[src/hdl/bbh_pkg.sv]
// ----------------------------------------------------------------------------
// bbh_pkg
// Shared types and codes for the byte bigram histogram core.
// ----------------------------------------------------------------------------
package bbh_pkg;

    localparam logic [1:0] OP_PUSH   = 2'd0;
    localparam logic [1:0] OP_READ   = 2'd1;
    localparam logic [1:0] OP_ARGMAX = 2'd2;

    typedef struct packed {
        logic [1:0] operation;
        logic [7:0] byte_value;
        logic       packet_start;
        logic [7:0] query_row;
        logic [7:0] query_col;
    } in_item_t;

    typedef struct packed {
        logic [31:0] pair_count;
        logic [7:0]  row_argmax;
        logic [31:0] descending_total;
    } out_item_t;

    typedef enum logic [1:0] {
        RD_PAIR  = 2'd0,
        RD_QUERY = 2'd1,
        RD_SCAN  = 2'd2
    } rd_sel_t;

    typedef struct packed {
        logic    clear_we;
        logic    load;
        logic    push_update;
        logic    read_capture;
        logic    scan_issue;
        logic    out_load;
        rd_sel_t rd_sel;
    } bbh_cmd_t;

    typedef struct packed {
        logic clear_done;
        logic scan_last;
        logic out_free;
    } bbh_sts_t;

endpackage

[src/hdl/bbh_ctrl.sv]
// ----------------------------------------------------------------------------
// bbh_ctrl
// Sequencer: clearing pass, item dispatch, counter update, row scan, result.
// ----------------------------------------------------------------------------
module bbh_ctrl
    import bbh_pkg::*;
(
    input  logic       aclk,
    input  logic       aresetn,
    input  logic       s_valid,
    output logic       s_ready,
    input  logic [1:0] op,
    input  bbh_sts_t   sts,
    output bbh_cmd_t   cmd
);

    typedef enum logic [8:0] {
        ST_CLEAR   = 9'b000000001,
        ST_IDLE    = 9'b000000010,
        ST_PUSH_RD = 9'b000000100,
        ST_PUSH_WR = 9'b000001000,
        ST_READ_RD = 9'b000010000,
        ST_READ_WR = 9'b000100000,
        ST_SCAN    = 9'b001000000,
        ST_DRAIN   = 9'b010000000,
        ST_RESULT  = 9'b100000000
    } state_t;

    state_t state_reg;
    state_t state_next;

    always_ff @(posedge aclk) begin
        if (!aresetn) begin
            state_reg <= ST_CLEAR;
        end else begin
            state_reg <= state_next;
        end
    end

    assign s_ready = (state_reg == ST_IDLE);

    always_comb begin
        state_next = state_reg;
        cmd        = '0;
        cmd.rd_sel = RD_PAIR;
        case (state_reg)
            ST_CLEAR: begin
                cmd.clear_we = 1'b1;
                if (sts.clear_done) begin
                    state_next = ST_IDLE;
                end
            end
            ST_IDLE: begin
                if (s_valid) begin
                    cmd.load = 1'b1;
                    case (op)
                        OP_PUSH:   state_next = ST_PUSH_RD;
                        OP_READ:   state_next = ST_READ_RD;
                        OP_ARGMAX: state_next = ST_SCAN;
                        default:   state_next = ST_RESULT;
                    endcase
                end
            end
            ST_PUSH_RD: begin
                cmd.rd_sel = RD_PAIR;
                state_next = ST_PUSH_WR;
            end
            ST_PUSH_WR: begin
                cmd.push_update = 1'b1;
                state_next      = ST_RESULT;
            end
            ST_READ_RD: begin
                cmd.rd_sel = RD_QUERY;
                state_next = ST_READ_WR;
            end
            ST_READ_WR: begin
                cmd.read_capture = 1'b1;
                state_next       = ST_RESULT;
            end
            ST_SCAN: begin
                cmd.rd_sel     = RD_SCAN;
                cmd.scan_issue = 1'b1;
                if (sts.scan_last) begin
                    state_next = ST_DRAIN;
                end
            end
            ST_DRAIN: begin
                state_next = ST_RESULT;
            end
            ST_RESULT: begin
                if (sts.out_free) begin
                    cmd.out_load = 1'b1;
                    state_next   = ST_IDLE;
                end
            end
            default: begin
                state_next = ST_CLEAR;
            end
        endcase
    end

endmodule

[config.mk]
export PLATFORM = sky130hd
export DESIGN_NAME = bbh_ctrl
export DESIGN_NICKNAME = d
export VERILOG_FILES = /design/src/hdl/bbh_pkg.sv /design/src/hdl/bbh_ctrl.sv
export SDC_FILE = /design/constraint.sdc
export NUM_CORES = 1
export LEC_CHECK = 0
export BUFFER_PORTS_ARGS = -buffer_cell sky130_fd_sc_hd__buf_2
export CORE_AREA = 3 3 44 46
export DETAILED_ROUTE_END_ITERATION = 6
export DIE_AREA = 0 0 47 49
export SYNTH_ARGS = -nofsm -noshare
export SYNTH_HDL_FRONTEND = slang
export SYNTH_SLANG_ARGS = --single-unit
export TNS_END_PERCENT = 5
[constraint.sdc]
create_clock -name aclk -period 2.01 [get_ports aclk]
set_input_delay 0.1005 -clock aclk [delete_from_list [all_inputs] [get_ports aclk]]
set_output_delay 0.1005 -clock aclk [all_outputs]
set_load 0.01 [all_outputs]
==> flow_summary.toml <==
[status]
outcome = "finished, final reports clean"

[synth]
seq_area_frac_synth = 0.280
synth_area_leaders = "dfxtp_1 28%, o21ai_0 5.4%, nor2_1 5.3%"
yosysWarnings = 0
synth_cells = 82
synth_area_um2 = 643
post_synth_num_cell_types = 35
synth_nets = 90
synth_seq_cells = 9
synth_top_area_frac = 0.280
yosysTopAreaCell = "dfxtp_1"
syn_area_per_cell_um2 = 7.84

[sta]
finalSetupTns_ns = 0
slew_violations = 0
skew_ns = 0.00394
worst_pin_slew_ns = 0.468
hold_viol = 0
relSlewSlack = 0.687
whs_ns = 0.0429
setup_viol = 0
min_period_ns = 1.82
clock.fmax_ghz = 0.550
layout_setup_ws_ns = 0.190
rsz0062_at_grt = "no"
post-route-period-util = 0.905

[global_routing]
gr-total-overflow = 0
grt_pass1_vias = 645
antenna_found_initial = 0
grt_pass1_wl_um = 2650
grt_use_total = 0.151
grt_max_degree = 10

[cts]
cts_root_buf = "clkbuf_4"
cts_tree = "done"
hold_buffers = 0
h-tree-depth = 1
insertion_delay_ns = 0.26
cts_resized = 0
clk_path_buf_depth = 2
clock_sinks = 9
cts_buffers = 3
path_clk_slew_ns = 0.06
postCtsSetupBuffers = 0

[worst_setup_path]
crit_buf_inv = 1
critPathSlowestCell = "nor4_4"
cp-start-kind = "flip-flop"
crit_fanout = 7
crit_type = "flip-flop to flip-flop"
end_kind = "flip-flop"
path_cells = "nor4_4, nand3_2, clkinv_2, nand2_1, or4_1, a21boi_1"
cp_top_family = "simple AND/OR/NAND/NOR gates"
cp.arrival_ns = 2.02
critical_path.max_stage_delay_ns = 0.46
worstPathRequired_ns = 2.21

[power_and_ir_drop]
p_sw_mw = 0.274
p_leak_nw = 0.364
power_frac_seq = 0.352
power_density_mw_per_mm2 = 885
power_frac_clock = 0.204
p_sw_frac = 0.397
peakVddDrop_v = 0.000466
combPwrFrac = 0.444
p_int_mw = 0.416

[place]
port_buffers = 16
dp_cells = 115
place_ws_ns = 0.203
dp_hpwl_um = 1240
gp_congestion = 0.824

[drt]
avgRoutedWirePerCell_um = 13.3
wl_um = 1580
vias = 705
drt-initial-drc-count = 14
routed_via_density = 5.92
drt_pass1_iterations = 4
drc = 0
ant_nets = 0

[finish]
register_area_um2 = 180
antenna_cells = 0
multi_input_area_um2 = 438
largest_register_ffs = 9
drive_gt1_frac = 0.272
nets = 112
areaGrowthSynthToFinish_pct = 21.2
fillers = 157
fin_cells = 119
fin_util = 0.506

[die]
die-area_mm2 = 0.00230
initial_core_util = 0.417
row_count = 14
io_pins = 17
fp.coreArea_mm2 = 0.00154
die_x_um = 47
die_h_um = 49

[flow_run]
cap_violations = 0

[min_path]
min-delay-path-class = "input port to flip-flop"
-- synth_stat cells, drive strengths merged --
cell,count
nand2b,1
nor3,4
nand3b,1
nor4,4
a21o,1
or2b,1
nor2b,1
and2,1
a221oi,1
nand4,1
nor3b,4
nor4b,2
clkinv,1
o21ai,7
nand4b,1
and3,2
nand2,6
dfxtp,9
a21oi,2
xor2,3
or4,2
nor2,9
or2,1
a21boi,3
inv,2
o21a,1
o31a,1
o211ai,3
buf,2
nand3,5
-- cell type report --
class                           count  area share
Multi-Input combinational cell     68       0.562
Tap cell                           16      0.0257
Timing Repair Buffer               19       0.132
Clock buffer                        4      0.0337
Inverter                            3      0.0161
Sequential cell                     9       0.231
-- through the flow --
stage	power [mW]	area, um2
finish	0.690	779
global route	0.746	779
global placement	0.552	753
floorplan	0.469	643
detailed placement	0.550	753
CTS	0.692	779
-- worst reg2reg max path, stage by stage, from the launching register on --
cell and delay, ns:
dfxtp_1 0.39, nor4_4 0.46, nand3_2 0.18, clkinv_2 0.09, nand2_1 0.05, or4_1 0.46
a21boi_1 0.12
-- metal layers --
layer  global-route usage  part of all wire
met5                    0                 0
met4               0.0507             0.032
met3               0.0258             0.094
met2                0.219              0.42
met1                0.218              0.45
-- power by group through the flow --
stage | Clock (mW) | Combinational, mW | Sequential (mW)
2_1_floorplan | 0 | 0.232 | 0.237
3_3_place_gp | 0 | 0.306 | 0.246
3_5_place_dp | 0 | 0.303 | 0.247
4_1_cts | 0.143 | 0.306 | 0.243
5_1_grt | 0.150 | 0.344 | 0.252
6_report | 0.141 | 0.306 | 0.243
-- cells by family after synthesis --
kind of cell,share of synthesized area
buf+inv,0.0389
xor+xnor,0.0409
compound gates,0.191
flops,0.280
simple gates,0.449
-- cell usage in the layout, fill, tap and decap left out, types with 3 or more instances in the layout --
cell / instances
o21ai_0: 7
dfxtp_1: 9
nand3_1: 4
clkbuf_4: 3
buf_2: 16
nor2_1: 9
nor4_1: 3
xor2_1: 3
nor3_1: 3
o211ai_1: 3
nor3b_1: 4
nand2_1: 6
buf_4: 3
-- path summary, 6_finish.rpt --
| path | cells after the start | slack [ns] | start | to |
|---|---|---|---|---|
| setup reg to reg | 6 | 0.19 | state_reg[4]$_SDFFE_PN0P_ | state_reg[6]$_SDFFE_PN0P_ |
| hold reg to reg | 2 | 0.59 | state_reg[1]$_SDFFE_PN0P_ | state_reg[1]$_SDFFE_PN0P_ |
| setup / recovery | 6 | 0.19 | state_reg[4]$_SDFFE_PN0P_ | state_reg[6]$_SDFFE_PN0P_ |
| hold / removal | 2 | 0.04 | op[0] | state_reg[2]$_SDFFE_PN0P_ |
Note: power is estimated with default switching activity, not from simulation.
